--- config.mk ---
export PLATFORM = sky130hd
export DESIGN_NAME = coprocessor_control_regs_dma
export DESIGN_NICKNAME = d
export VERILOG_FILES = /design/src/design/ccrd_pkg.sv /design/src/design/coprocessor_control_regs_dma.sv /design/src/design/ccrd_dma.sv
export SDC_FILE = /design/constraint.sdc
export NUM_CORES = 1
export LEC_CHECK = 0
export BUFFER_PORTS_ARGS = -buffer_cell sky130_fd_sc_hd__buf_2
export CORE_MARGIN = 2
export CORE_UTILIZATION = 54
export DETAILED_ROUTE_END_ITERATION = 7
export HOLD_SLACK_MARGIN = 0.12
export PLACE_DENSITY = 0.72
export SLEW_MARGIN = 20
export SYNTH_ARGS = -nofsm -noshare
export SYNTH_HDL_FRONTEND = slang
export SYNTH_SLANG_ARGS = --single-unit
--- constraint.sdc ---
create_clock -name clk_i -period 3.4 [get_ports clk_i]
set_input_delay 0.34 -clock clk_i [delete_from_list [all_inputs] [get_ports clk_i]]
set_output_delay 0.34 -clock clk_i [all_outputs]
set_load 0.05 [all_outputs]
--- src/design/ccrd_pkg.sv ---
// Shared types, register map and helpers for the coprocessor control register block.
`default_nettype none
package ccrd_pkg;

  localparam int LocalAddrBits = 12;

  typedef enum logic [1:0] {
    OpRead  = 2'd0,
    OpWrite = 2'd1,
    OpTick  = 2'd2
  } op_e;

  localparam logic [4:0] RegLocalAddr = 5'd0;
  localparam logic [4:0] RegDramAddr  = 5'd1;
  localparam logic [4:0] RegReadLen   = 5'd2;
  localparam logic [4:0] RegWriteLen  = 5'd3;
  localparam logic [4:0] RegStatus    = 5'd4;
  localparam logic [4:0] RegDmaFull   = 5'd5;
  localparam logic [4:0] RegDmaBusy   = 5'd6;
  localparam logic [4:0] RegSemaphore = 5'd7;

  typedef struct packed {
    logic [1:0]  operation;
    logic [4:0]  reg_index;
    logic [31:0] write_data;
  } in_item_t;

  typedef struct packed {
    logic        result_kind;
    logic [31:0] read_data;
    logic [23:0] dram_address;
    logic [11:0] local_address;
    logic        local_select;
    logic        toward_dram;
    logic        last_transfer;
    logic        irq_level;
  } out_item_t;

  typedef struct packed {
    logic start;
    logic dir;
    logic tick;
  } dma_ctrl_t;

  typedef struct packed {
    logic        active;
    logic        dir;
    logic [23:0] dram_addr;
    logic [11:0] local_addr;
    logic        last;
  } dma_stat_t;

  // Align the 12-bit base to a doubleword and fit it to the cursor width.
  function automatic logic [LocalAddrBits-1:0] base_to_cursor(input logic [11:0] base);
    logic [31:0] w;
    w = 32'(base & 12'hFF8);
    return w[LocalAddrBits-1:0];
  endfunction

  function automatic logic [11:0] cursor_to_addr(input logic [LocalAddrBits-1:0] cur);
    logic [31:0] w;
    w = 32'(cur);
    return w[11:0];
  endfunction

endpackage
`default_nettype wire

--- src/design/coprocessor_control_regs_dma.sv ---
// Top level: control registers, status bits, semaphore and DMA tick handling.
// A read, or a tick during a DMA, gives its result via the input then the result register.
// Throughput: one item per cycle unless stalled; each item is one register or counter update.
// The input register takes a new item whenever the result register is empty or being taken.
// Reset: asynchronous, active low; state zero except halted bit (set); payload regs not reset.
`default_nettype none
module coprocessor_control_regs_dma import ccrd_pkg::*; (
  input  wire logic      clk_i,
  input  wire logic      rst_ni,
  input  wire logic      in_valid_i,
  output logic           in_stall_o,
  input  wire in_item_t  in_item_i,
  output logic           out_valid_o,
  input  wire logic      out_stall_i,
  output out_item_t      out_item_o
);

  // input register
  logic     in_vq;
  in_item_t in_q;

  // result register
  logic      out_vq, out_vd;
  out_item_t out_q, out_d;

  // architectural state
  logic [11:0] local_base_q, local_base_d;
  logic        local_src_q, local_src_d;
  logic [23:0] dram_base_q, dram_base_d;
  logic [31:0] rd_len_q, rd_len_d;
  logic [31:0] wr_len_q, wr_len_d;
  logic        halted_q, halted_d;
  logic        sstep_q, sstep_d;
  logic        intbrk_q, intbrk_d;
  logic [7:0]  signals_q, signals_d;
  logic        sem_q, sem_d;
  logic        irq_q, irq_d;

  logic        fire;
  logic        is_read, is_write, is_tick;
  logic [31:0] rdata;
  dma_ctrl_t   dma_ctrl;
  dma_stat_t   dma_stat;

  assign fire       = in_vq && (!out_vq || !out_stall_i);
  assign in_stall_o = in_vq && !fire;
  assign is_read    = fire && (in_q.operation == OpRead);
  assign is_write   = fire && (in_q.operation == OpWrite);
  assign is_tick    = fire && (in_q.operation == OpTick);

  always_comb begin
    case (in_q.reg_index)
      RegLocalAddr: rdata = {19'd0, local_src_q, local_base_q};
      RegDramAddr:  rdata = {8'd0, dram_base_q};
      RegReadLen:   rdata = rd_len_q;
      RegWriteLen:  rdata = wr_len_q;
      RegStatus:    rdata = {17'd0, signals_q, intbrk_q, sstep_q, 2'b00,
                             dma_stat.active, 1'b0, halted_q};
      RegDmaFull:   rdata = '0;
      RegDmaBusy:   rdata = {31'd0, dma_stat.active};
      RegSemaphore: rdata = {31'd0, sem_q};
      default:      rdata = '0;
    endcase
  end

  assign dma_ctrl.start = is_write && ((in_q.reg_index == RegReadLen) ||
                                       (in_q.reg_index == RegWriteLen));
  assign dma_ctrl.dir   = (in_q.reg_index == RegWriteLen);
  assign dma_ctrl.tick  = is_tick;

  ccrd_dma u_dma (
    .clk_i        (clk_i),
    .rst_ni       (rst_ni),
    .ctrl_i       (dma_ctrl),
    .read_len_i   (rd_len_q),
    .write_len_i  (wr_len_q),
    .dram_base_i  (dram_base_q),
    .local_base_i (local_base_q),
    .stat_o       (dma_stat)
  );

  always_comb begin
    logic [31:0] d;
    d            = in_q.write_data;
    local_base_d = local_base_q;
    local_src_d  = local_src_q;
    dram_base_d  = dram_base_q;
    rd_len_d     = rd_len_q;
    wr_len_d     = wr_len_q;
    halted_d     = halted_q;
    sstep_d      = sstep_q;
    intbrk_d     = intbrk_q;
    signals_d    = signals_q;
    sem_d        = sem_q;
    irq_d        = irq_q;
    if (is_read && (in_q.reg_index == RegSemaphore)) begin
      sem_d = 1'b1;
    end
    if (is_write) begin
      case (in_q.reg_index)
        RegLocalAddr: begin
          local_base_d = d[11:0];
          local_src_d  = d[12];
        end
        RegDramAddr:  dram_base_d = d[23:0];
        RegReadLen:   rd_len_d = d;
        RegWriteLen:  wr_len_d = d;
        RegStatus: begin
          // clear first, then set: set wins
          if (d[0]) halted_d = 1'b0;
          if (d[1]) halted_d = 1'b1;
          if (d[3]) irq_d = 1'b0;
          if (d[4]) irq_d = 1'b1;
          if (d[5]) sstep_d = 1'b0;
          if (d[6]) sstep_d = 1'b1;
          if (d[7]) intbrk_d = 1'b0;
          if (d[8]) intbrk_d = 1'b1;
          for (int k = 0; k < 8; k++) begin
            if (d[9 + 2*k])  signals_d[k] = 1'b0;
            if (d[10 + 2*k]) signals_d[k] = 1'b1;
          end
        end
        RegSemaphore: if (!d[0]) sem_d = 1'b0;
        default: ;
      endcase
    end
  end

  always_comb begin
    out_vd = out_vq;
    out_d  = out_q;
    if (out_vq && !out_stall_i) out_vd = 1'b0;
    if (is_read) begin
      out_vd = 1'b1;
      out_d  = '0;
      out_d.read_data = rdata;
      out_d.irq_level = irq_q;
    end else if (is_tick && dma_stat.active) begin
      out_vd = 1'b1;
      out_d  = '0;
      out_d.result_kind   = 1'b1;
      out_d.dram_address  = dma_stat.dram_addr;
      out_d.local_address = dma_stat.local_addr;
      out_d.local_select  = local_src_q;
      out_d.toward_dram   = dma_stat.dir;
      out_d.last_transfer = dma_stat.last;
      out_d.irq_level     = irq_q;
    end
  end

  always_ff @(posedge clk_i or negedge rst_ni) begin
    if (!rst_ni) begin
      in_vq        <= 1'b0;
      out_vq       <= 1'b0;
      local_base_q <= '0;
      local_src_q  <= 1'b0;
      dram_base_q  <= '0;
      rd_len_q     <= '0;
      wr_len_q     <= '0;
      halted_q     <= 1'b1;
      sstep_q      <= 1'b0;
      intbrk_q     <= 1'b0;
      signals_q    <= '0;
      sem_q        <= 1'b0;
      irq_q        <= 1'b0;
    end else begin
      if (!in_stall_o) in_vq <= in_valid_i;
      out_vq       <= out_vd;
      local_base_q <= local_base_d;
      local_src_q  <= local_src_d;
      dram_base_q  <= dram_base_d;
      rd_len_q     <= rd_len_d;
      wr_len_q     <= wr_len_d;
      halted_q     <= halted_d;
      sstep_q      <= sstep_d;
      intbrk_q     <= intbrk_d;
      signals_q    <= signals_d;
      sem_q        <= sem_d;
      irq_q        <= irq_d;
    end
  end

  // payload registers carry no reset
  always_ff @(posedge clk_i) begin
    if (!in_stall_o) in_q <= in_item_i;
    out_q <= out_d;
  end

  assign out_valid_o = out_vq;
  assign out_item_o  = out_q;

  a_last_ends_dma: assert property (@(posedge clk_i) disable iff (!rst_ni)
    is_tick && dma_stat.active && dma_stat.last |=> !dma_stat.active)
    else $error("DMA still active after its last doubleword");

  a_sem_set_on_read: assert property (@(posedge clk_i) disable iff (!rst_ni)
    is_read && (in_q.reg_index == RegSemaphore) |=> sem_q)
    else $error("semaphore not set after read");

  a_hold_when_full: assert property (@(posedge clk_i) disable iff (!rst_ni)
    in_vq && out_vq && out_stall_i |=> in_vq && $stable(in_q))
    else $error("pending item lost while result register stalled");

  a_start_activates: assert property (@(posedge clk_i) disable iff (!rst_ni)
    dma_ctrl.start |=> dma_stat.active)
    else $error("length write did not start a transfer");

endmodule
`default_nettype wire

--- src/design/ccrd_dma.sv ---
// Strided DMA address generator: line and word counters with DRAM and local cursors.
`default_nettype none
module ccrd_dma import ccrd_pkg::*; (
  input  wire logic        clk_i,
  input  wire logic        rst_ni,
  input  wire dma_ctrl_t   ctrl_i,
  input  wire logic [31:0] read_len_i,
  input  wire logic [31:0] write_len_i,
  input  wire logic [23:0] dram_base_i,
  input  wire logic [11:0] local_base_i,
  output dma_stat_t        stat_o
);

  logic                     active_q, active_d;
  logic                     dir_q, dir_d;
  logic [7:0]               line_q, line_d;
  logic [8:0]               word_q, word_d;
  logic [23:0]              dram_q, dram_d;
  logic [LocalAddrBits-1:0] local_q, local_d;

  logic [31:0] len;
  logic        last_word;
  logic        last;

  assign len       = dir_q ? write_len_i : read_len_i;
  assign last_word = word_q >= len[11:3];
  assign last      = last_word && (line_q >= len[19:12]);

  always_comb begin
    active_d = active_q;
    dir_d    = dir_q;
    line_d   = line_q;
    word_d   = word_q;
    dram_d   = dram_q;
    local_d  = local_q;
    if (ctrl_i.start) begin
      active_d = 1'b1;
      dir_d    = ctrl_i.dir;
      line_d   = '0;
      word_d   = '0;
      dram_d   = dram_base_i & 24'hFFFFF8;
      local_d  = base_to_cursor(local_base_i);
    end else if (ctrl_i.tick && active_q) begin
      local_d = local_q + LocalAddrBits'(8);
      if (last) begin
        active_d = 1'b0;
        word_d   = '0;
        line_d   = '0;
      end else if (last_word) begin
        word_d = '0;
        line_d = line_q + 8'd1;
        dram_d = dram_q + 24'd8 + 24'(len[31:20]);
      end else begin
        word_d = word_q + 9'd1;
        dram_d = dram_q + 24'd8;
      end
    end
  end

  always_ff @(posedge clk_i or negedge rst_ni) begin
    if (!rst_ni) begin
      active_q <= 1'b0;
      dir_q    <= 1'b0;
      line_q   <= '0;
      word_q   <= '0;
      dram_q   <= '0;
      local_q  <= '0;
    end else begin
      active_q <= active_d;
      dir_q    <= dir_d;
      line_q   <= line_d;
      word_q   <= word_d;
      dram_q   <= dram_d;
      local_q  <= local_d;
    end
  end

  assign stat_o.active     = active_q;
  assign stat_o.dir        = dir_q;
  assign stat_o.dram_addr  = dram_q;
  assign stat_o.local_addr = cursor_to_addr(local_q);
  assign stat_o.last       = last;

endmodule
`default_nettype wire
---- Word-level counts from Yosys, hierarchy flattened ----
Index checks and enable logic that the tools add are counted.
operators by class
  eq/ne operators ......................... 9
  multiplexer cells ....................... 52
  add/subtract/negate cells ............... 5
  $lt $le $gt $ge ......................... 2
  reduce and logical (&&, ||, !) cells .... 53
operators with widths
  kind                                            count
  one-hot mux 32 bit (7 select lines)             1
  2-to-1 mux 72 bit                               2
  2-to-1 mux 24 bit                               4
  2-to-1 mux 9 bit                                4
  AND reduction 3 bit                             12
  2-to-1 mux 1 bit                                34
  2-to-1 mux 32 bit                               1
  2-to-1 mux 8 bit                                4
  nonzero test 2 bit                              15
  adder 24 x 12 -> 24 bit                         1
  adder 24 x 4 -> 24 bit (second input constant)  1
  2-to-1 mux 12 bit                               2
  == test 5 x 3 -> 1 bit (second input constant)  3
  AND reduction 2 bit                             7
  adder 12 x 4 -> 12 bit (second input constant)  1
  == test 5 x 2 -> 1 bit (second input constant)  2
  logical AND 1 bit                               10
  adder 9 x 1 -> 9 bit (second input constant)    1
  greater-or-equal comparator 9 bit               1
  adder 8 x 1 -> 8 bit (second input constant)    1
  greater-or-equal comparator 8 bit               1
  nonzero test 3 bit                              2
  == test 5 x 1 -> 1 bit (second input constant)  1
  logical NOT 5 bit                               1
  other kinds (6)                                 9
storage, ports and cells
  output and inout port bits .............. 75
  register bits after elaboration ......... 283
  logic and storage cells ................. 158
  bits of input ports ..................... 43

---- Logic depth before layout (Yosys ltp) ----
Gate-level depths: netlist (run 1).
  depth after elaboration ................. 9
  depth in mapped cells ................... 14
  mapped depth without buffers ............ 13

---- Hierarchy ----
Synthesis (run 1) repeated with hierarchy kept, for this count alone.
unflattened totals
  cells, all modules ...................... 1133
  area, all modules ....................... 13559.3 sq um
modules (own cells, without submodules)
  module                        instances  cells an instance  sequential area each (sq um)  area an instance (sq um)
  coprocessor_control_regs_dma  1          584                5866.9                        8798.4
  ccrd_dma                      1          549                1301.2                        4760.8

---- Worst setup path before layout (run 1) ----
OpenSTA, ideal clock, no wires.
  path kind ............................... reg2reg
  start ................................... register u_dma.dir_q
  end ..................................... register u_dma.dram_q[15]
  slack ................................... -0.073 ns
  data required time ...................... 3.323 ns
  arrival ................................. 3.395 ns
  stages on the path, launching flop included .. 15
  path through ............................ dfrtp_1 -> clkbuf_1 -> clkbuf_1 -> mux2_2 -> ha_1 -> nand2b_1 -> a211oi_1 -> nor4_1 -> or3_1 -> buf_6 -> a21oi_2 -> clkbuf_1 -> o21ai_0 -> xor2_1 -> a21oi_1
on the way
  word-level cells in the longest chain between the ends .. 6
RTL lines
  what                                                                          RTL line                        RTL
  from (decl)                                                                   ccrd_dma.sv:15                  logic dir_q, dir_d;
  from (signal assigned)                                                        ccrd_dma.sv:70                  dir_q <= dir_d;
  2-to-1 mux 32 bit (*)                                                         ccrd_dma.sv:25                  assign len = dir_q ? write_len_i : read_len_i;
  adder 24 x 12 -> 24 bit or greater-or-equal comparator 9 bit (tied branches)  ccrd_dma.sv:52, ccrd_dma.sv:26
  2-to-1 mux 24 bit                                                             ccrd_dma.sv:49                  end else if (last_word) begin
  2-to-1 mux 24 bit                                                             ccrd_dma.sv:45                  if (last) begin
  2-to-1 mux 24 bit                                                             ccrd_dma.sv:43                  end else if (ctrl_i.tick && active_q) begin
  2-to-1 mux 24 bit                                                             ccrd_dma.sv:36                  if (ctrl_i.start) begin
  to (signal assigned)                                                          ccrd_dma.sv:73                  dram_q <= dram_d;
  to (decl)                                                                     ccrd_dma.sv:18                  logic [23:0] dram_q, dram_d;
Every way passes the cells marked *; elsewhere a longest branch is shown, timed or not. The select of a mux whose other input is x is not followed.
A chain may end at the register's enable or synchronous reset.

---- Final worst setup path (run 1) ----
  start ................................... register u_dma.dram_q[4]
  end ..................................... register u_dma.dram_q[19]
on the way
  word-level cells in the longest chain between the ends .. 6
RTL lines
  what                        RTL line                        RTL
  adder 24 x 4 -> 24 bit (*)  ccrd_dma.sv:52, ccrd_dma.sv:55
  adder 24 x 12 -> 24 bit     ccrd_dma.sv:52                  dram_d = dram_q + 24'd8 + 24'(len[31:20]);
  2-to-1 mux 24 bit (*)       ccrd_dma.sv:49
  2-to-1 mux 24 bit (*)       ccrd_dma.sv:45
  2-to-1 mux 24 bit (*)       ccrd_dma.sv:43
  2-to-1 mux 24 bit (*)       ccrd_dma.sv:36
Marks and branches as above.

==> results of run 1 <==
critical path, delay by kind of cell, from the launching register on:
| family | cells | cell delay [ns] |
|---|---|---|
| AND/OR/NAND/NOR | 3 | 0.47 |
| XOR/XNOR | 1 | 0.19 |
| AO/OA/AOI/OAI | 7 | 1.44 |
| adder cells (fa/ha/maj) | 2 | 0.60 |
| flip-flops | 1 | 0.43 |
kinds of logic (layout without fill, tap and decap cells):
family | Yosys count | in the layout
compound gates | 241 | 241
xor+xnor | 32 | 32
fa+ha+maj | 34 | 34
buf+inv | 87 | 272
flops | 277 | 277
mux | 166 | 166
other cells | 1 | 3
simple gates | 365 | 365
worst paths after layout:
check	startpoint	end	slack (ns)	depth (start not counted)
min reg2reg	out_item_o[1]	out_item_o[1]	0.44	2
min	rst_ni	rd_len_q[13]	0.21	2
max in group asynchronous	rst_ni	signals_q[4]	2.31	3
min in group clk_i	out_item_o[1]	out_item_o[1]	0.44	2
max	u_dma.dram_q[4]	u_dma.dram_q[19]	0.15	13
max reg2reg	u_dma.dram_q[4]	u_dma.dram_q[19]	0.15	13
area by class of cell:
class | count | area [sq um]
Multi-Input combinational cell | 841 | 5780
Tap cell | 324 | 405
Timing Repair Buffer | 206 | 1420
Inverter | 14 | 52.6
Fill cell | 1955 | 8510
Sequential cell | 277 | 7110
Clock inverter | 14 | 146
Clock buffer | 38 | 821
what timing repair did:
item,4_1_cts,5_1_grt
hold endpoints to repair,164,0
hold buffers,42,0
gates resized for setup,0,6
buffers inserted,0,0
endpoints found under the setup margin,0,4
where the power goes:
part,leakage [nW],switching [mW],total [mW],internal (mW)
combinational,3.23,1.24,2.07,0.832
clock,0.474,1.31,3.16,1.85
sequential,3.30,0.396,4.19,3.79
total,7.00,2.95,9.43,6.48
flip-flops by register name (all words and copies together), names as in the netlist, 8 cells and up:
signal and count:
in_q 39, u_dma.word_q 9, wr_len_q 32, dram_base_q 24, u_dma.line_q 8, rd_len_q 32
out_item_o 70, u_dma.local_q 9, signals_q 8, local_base_q 12, u_dma.dram_q 24
routing by layer:
metal	routed length, um	global-route usage (%)
met4	754	6.66
met1	15600	38.7
met5	0	0
met3	2440	4.60
met2	16000	42.9
cells in the mapped netlist, drive strengths merged (5+ instances only):
| library cell | number | area share, % |
|---|---|---|
| mux2i | 39 | 2.9 |
| xor2 | 13 | 0.86 |
| a21o | 11 | 0.62 |
| xnor2 | 19 | 1.3 |
| clkbuf | 48 | 1.5 |
| o211ai | 7 | 0.40 |
| inv | 14 | 0.40 |
| o31ai | 6 | 0.34 |
| nor3 | 14 | 0.57 |
| dfxtp | 37 | 5.6 |
| a221oi | 11 | 0.73 |
| a211oi | 9 | 0.51 |
| buf | 25 | 1.4 |
| ha | 33 | 3.1 |
| nor4 | 6 | 0.33 |
| a22oi | 13 | 0.74 |
| nand4 | 12 | 0.61 |
| nor2b | 5 | 0.24 |
| nor2 | 75 | 2.1 |
| mux2 | 127 | 11 |
| and2 | 5 | 0.24 |
| nand2b | 8 | 0.38 |
| nand2 | 167 | 4.7 |
| dfrtp | 167 | 31 |
| edfxtp | 72 | 16 |
| a22o | 15 | 0.99 |
| a21oi | 71 | 2.7 |
| and3 | 19 | 0.91 |
| o21ai | 67 | 2.5 |
| or3 | 5 | 0.27 |
| nand3 | 38 | 1.5 |
stage by stage:
stage,instance area (sq um),power [mW]
after detailed placement,14300,6.25
after floorplan,13300,5.58
after global routing,15700,9.85
after CTS,15700,9.44
after global placement,14300,6.20
final,15700,9.43
==> impl_metrics.json, run 1 <==
{
  "antenna_found_initial": 0,
  "dieArea_sq_mm": 0.0258,
  "cts.htree.levels": 1,
  "vdd_drop_max_mv": 0.481,
  "fin_nets": 1445,
  "netlist_area_sq_mm": 0.0133,
  "setup_ws_ns": 0.155,
  "outcome": "complete, no violations",
  "placed_cells_incl_taps": 1620,
  "fmax_mhz": 308,
  "die_w_um": 161,
  "drv_cap": 0,
  "synth_simple_gate_area_share_pct": 12.5,
  "clock_skew_ns": 0.0212,
  "drt_iter0_markers": 857,
  "rows": 57,
  "yosysUniqueCellTypes": 72,
  "finalSetupViolations": 0,
  "cts.sinks": 277,
  "drc": 0,
  "core_area_sq_mm": 0.0242,
  "dr_total_vias": 10124,
  "insertion_delay_ns": 0.55,
  "finalCriticalPeriod_ns": 3.25,
  "arrival_ns": 3.67,
  "slowest_stage": "a2111oi_4",
  "min_path_type": "primary input to asynchronous set/reset pin",
  "final_util_pct": 64.9,
  "synth_mux_area_share_pct": 13.7,
  "syn2layout_area_growth_pct": 18.6,
  "grt_pass1_vias": 9888,
  "wl_per_cell_um": 20.3,
  "insertedDiodeCount": 0,
  "num_io_pins": 118,
  "path_clk_slew_ns": 0.06,
  "syn_avg_cell_area_sq_um": 11.0,
  "crit_path_frequent_cell": "o21a_1",
  "dp_hpwl_mm": 24.1,
  "synth-edff-count": 72,
  "fp.dieH_um": 161,
  "synth_compound_area_share_pct": 11.5,
  "cts_buffers": 28,
  "synth-seq-area-share_pct": 53.6,
  "p_leak_nw": 7.00,
  "grt_use_total_pct": 26.9,
  "slew_headroom_pct": 50.9,
  "place.gp.congestion": 0.931,
  "port-buffer-count": 114,
  "overflow": 0,
  "worst_slew_pin_slew_ns": 0.735,
  "synth-xor-area-share_pct": 2.11,
  "tns_ns": 0,
  "fin_crit_sh_pct": 95.5,
  "synth_top_family_by_area": "multiplexers",
  "instances_no_fill": 1714,
  "routed_wirelength_mm": 34.8,
  "synth-seq-cells": 277,
  "hold_viol_final": 0,
  "required_ns": 3.83,
  "worstPathCellList": "ha_1, and3_1, nand3_1, xnor2_2, ha_1, o21a_1, o21a_1, o21a_1, o21ai_0, a2111oi_4, nand2_1, a31o_1, a221o_1",
  "clock_tree.root_cell": "clkbuf_16",
  "critPathMaxStageDelay_ns": 0.45,
  "end_kind": "register",
  "synth_adder_area_share_pct": 3.26,
  "cts_tree": "done",
  "drtPass1Iterations": 7,
  "grt_pass1_wl_mm": 54.8,
  "ctsLongestPathBuffers": 3,
  "yosysWarningCount": 0,
  "grt_max_degree": 100,
  "crit_type": "register to register",
  "final_cell_mix": "nand2_1, dfrtp_1, mux2_2, buf_2, nor2_1",
  "start_kind": "register",
  "path_max_fanout": 6,
  "pre_cts_slack_ns": 0.119,
  "drive_above_1_share_pct": 25.8,
  "start_util_pct": 54.7,
  "powerDensity_mw_per_mm2": 599,
  "slew_violations": 0,
  "antenna_left": 0,
  "synthArstFlopShare_pct": 60.6,
  "via_per_inst": 5.91,
  "postSynthCellCount": 1203,
  "hold_ws_ns": 0.213,
  "synth_ff_type": "dfrtp_1"
}
Power figures use the tool's default switching activity.
==> run 2: changes to the inputs <==
CORE_UTILIZATION = 60   (was 54)
PLACE_DENSITY = 0.76   (was 0.72)
clock period = 3.1 ns   (was 3.4 ns; I/O delays follow)
==> run 2 against run 1 <==
The run now ends with setup timing left. Critical endpoint unchanged. Sequential cell count did not move. Cell count fell by 1.3%. Worst hold slack improved by 0.18 ns. Largest power group unchanged. Global-route usage rose by 2.4 points. Combinational power rose by 21%. Register-to-register slack got worse by 0.19 ns. Clock-buffer cell count rose by 2. Worst setup slack got worse by 0.19 ns. Via count rose by 2.0%. Clock skew rose by 0.0066 ns. Highest routed layer is now met5.
==> impl_metrics.json, run 2 (synthesized netlist as in run 1, its figures left out) <==
{
  "rows": 54,
  "required_ns": 3.52,
  "drive_above_1_share_pct": 28.0,
  "final_util_pct": 73.1,
  "routed_wirelength_mm": 34.8,
  "p_comb_share_pct": 24.1,
  "syn2layout_area_growth_pct": 19.8,
  "worstReg2RegStart": "u_dma.dram_q[3]",
  "vdd_drop_max_mv": 0.565,
  "cts.htree.levels": 1,
  "antenna_left": 0,
  "die_w_um": 153,
  "final_cell_mix": "nand2_1, dfrtp_1, mux2_2, buf_2, nor2_1",
  "insertedDiodeCount": 0,
  "drt_iter0_markers": 979,
  "outcome": "complete, but fails checks",
  "dpl_cell_area_sq_mm": 0.0144,
  "finalSetupViolations": 1,
  "place.gp.congestion": 0.934,
  "drc": 0,
  "overflow": 0,
  "cp-startpoint": "u_dma.dram_q[3]",
  "clock_skew_ns": 0.0278,
  "drtPass1Iterations": 5,
  "ctsLongestPathBuffers": 3,
  "cts.sinks": 277,
  "hold_viol_final": 0,
  "final_area_sq_mm": 0.0159,
  "port-buffer-count": 114,
  "end_kind": "register",
  "p_sw_share_pct": 32.2,
  "start_kind": "register",
  "critPathMaxStageDelay_ns": 0.46,
  "internal_power_mw": 7.05,
  "core_area_sq_mm": 0.0218,
  "wl_per_cell_um": 20.6,
  "clock_tree.root_cell": "clkbuf_16",
  "fp.dieH_um": 153,
  "powerDensity_mw_per_mm2": 653,
  "grt_pass1_wl_mm": 54.9,
  "p_leak_nw": 7.10,
  "tns_ns": -0.0320,
  "ff2ff_setup_slack_ns": -0.03,
  "path_max_fanout": 5,
  "rsz0062_at_grt": "true",
  "grt_pass1_vias": 10323,
  "worstPathCellList": "ha_4, and3_4, nand3_2, xnor2_2, ha_1, o21a_1, o21a_1, o21a_1, o21ai_2, a2111oi_4, nand2_1, a31o_1, a221o_1",
  "instances_no_fill": 1692,
  "dieArea_sq_mm": 0.0233,
  "cts_buffers": 28,
  "num_io_pins": 118,
  "grt_max_degree": 80,
  "mostFrequentLayoutCell": "nand2_1",
  "switchingPower_mw": 3.34,
  "via_per_inst": 6.10,
  "crit_type": "register to register",
  "fin_crit_sh_pct": 101,
  "start_util_pct": 61.0,
  "grt_use_total_pct": 29.3,
  "violations": "setup timing",
  "arrival_ns": 3.55,
  "placed_cells_incl_taps": 1590,
  "dr_total_vias": 10326,
  "largest_register_ff_count": 70,
  "min_path_type": "primary input to asynchronous set/reset pin",
  "cts_tree": "done",
  "worst_slew_pin_slew_ns": 0.779,
  "pwr-share-seq_pct": 44.4,
  "r2r-end": "u_dma.dram_q[19]",
  "setup_ws_ns": -0.0320,
  "p_clk_share_pct": 31.5,
  "pre_cts_slack_ns": -0.110,
  "insertion_delay_ns": 0.56,
  "drv_cap": 0,
  "path_clk_slew_ns": 0.06,
  "antenna_found_initial": 2,
  "crit_path_frequent_cell": "o21a_1",
  "slew_violations": 0,
  "slowest_stage": "a2111oi_4",
  "finalCriticalPeriod_ns": 3.13,
  "dp_hpwl_mm": 23.2,
  "fin_nets": 1467,
  "fmax_mhz": 319,
  "r2r_cells": 13,
  "slew_headroom_pct": 48.1
}
==> run 2: cell count changes in the layout (fill, tap and decap cells not counted), moves of 3 or more <==
| cell | previous run | this run |
|---|---|---|
| o21ai_0 | 64 | 61 |
| clkbuf_1 | 4 | 10 |
| dfrtp_1 | 167 | 164 |
| dfrtp_2 | 0 | 3 |
| buf_4 | 46 | 65 |
| o21ai_2 | 0 | 4 |
==> run 2: metrics by stage <==
step           power (mW)  hold WS (ns)
2_1_floorplan        6.13        0.0144
3_3_place_gp         6.85         0.406
3_5_place_dp         6.92         0.412
4_1_cts              10.2         0.403
5_1_grt              10.8         0.459
6_report             10.4         0.391
==> run 2: metal layers <==
metal / global-route usage [%] / up-vias / wire (um)
met5: 0 / - / 25
met3: 5.12 / 73 / 2380
li1: - / 4720 / -
met4: 9.08 / 4 / 948
met1: 40.8 / 5123 / 14700
met2: 47.5 / 406 / 16800
==> run 2: critical path: cells and delay by family, from the launching register on <==
family | cells | cell delay [ns]
AO/OA/AOI/OAI | 7 | 1.47
XOR/XNOR | 1 | 0.17
adder cells (fa/ha/maj) | 2 | 0.48
flip-flops | 1 | 0.41
AND/OR/NAND/NOR | 3 | 0.46
==> run 2: layout make-up <==
cell class	instances	area, sq um
Multi-Input combinational cell	841	5880
Clock buffer	40	766
Tap cell	280	350
Fill cell	1512	5860
Sequential cell	277	7110
Timing Repair Buffer	228	1620
Inverter	14	52.6
Clock inverter	12	121
==> run 2: power groups by stage <==
stage	clock, mW	combinational [mW]	sequential, mW
6_report	3.27	2.51	4.61
3_5_place_dp	0	2.28	4.64
5_1_grt	3.43	2.71	4.66
3_3_place_gp	0	2.22	4.63
4_1_cts	3.29	2.35	4.58
2_1_floorplan	0	1.39	4.74
==> run 2: how the worst max path moves through the flow <==
stage	to	slack (ns)	cells past startpoint
floorplan	u_dma.dram_q[13]	0.005	14
global placement	u_dma.dram_q[19]	0.05	12
detailed placement	u_dma.dram_q[19]	-0.11	11
CTS	u_dma.dram_q[19]	-0.04	14
global route	u_dma.dram_q[19]	-0.13	12
finish	u_dma.dram_q[19]	-0.03	13
==> run 2: what timing repair did <==
action,CTS,global route
setup buffers,0,9
pin swaps,0,16
setup endpoints to repair,5,31
hold buffers,42,0
resized for setup,5,25
hold endpoints to repair,117,0
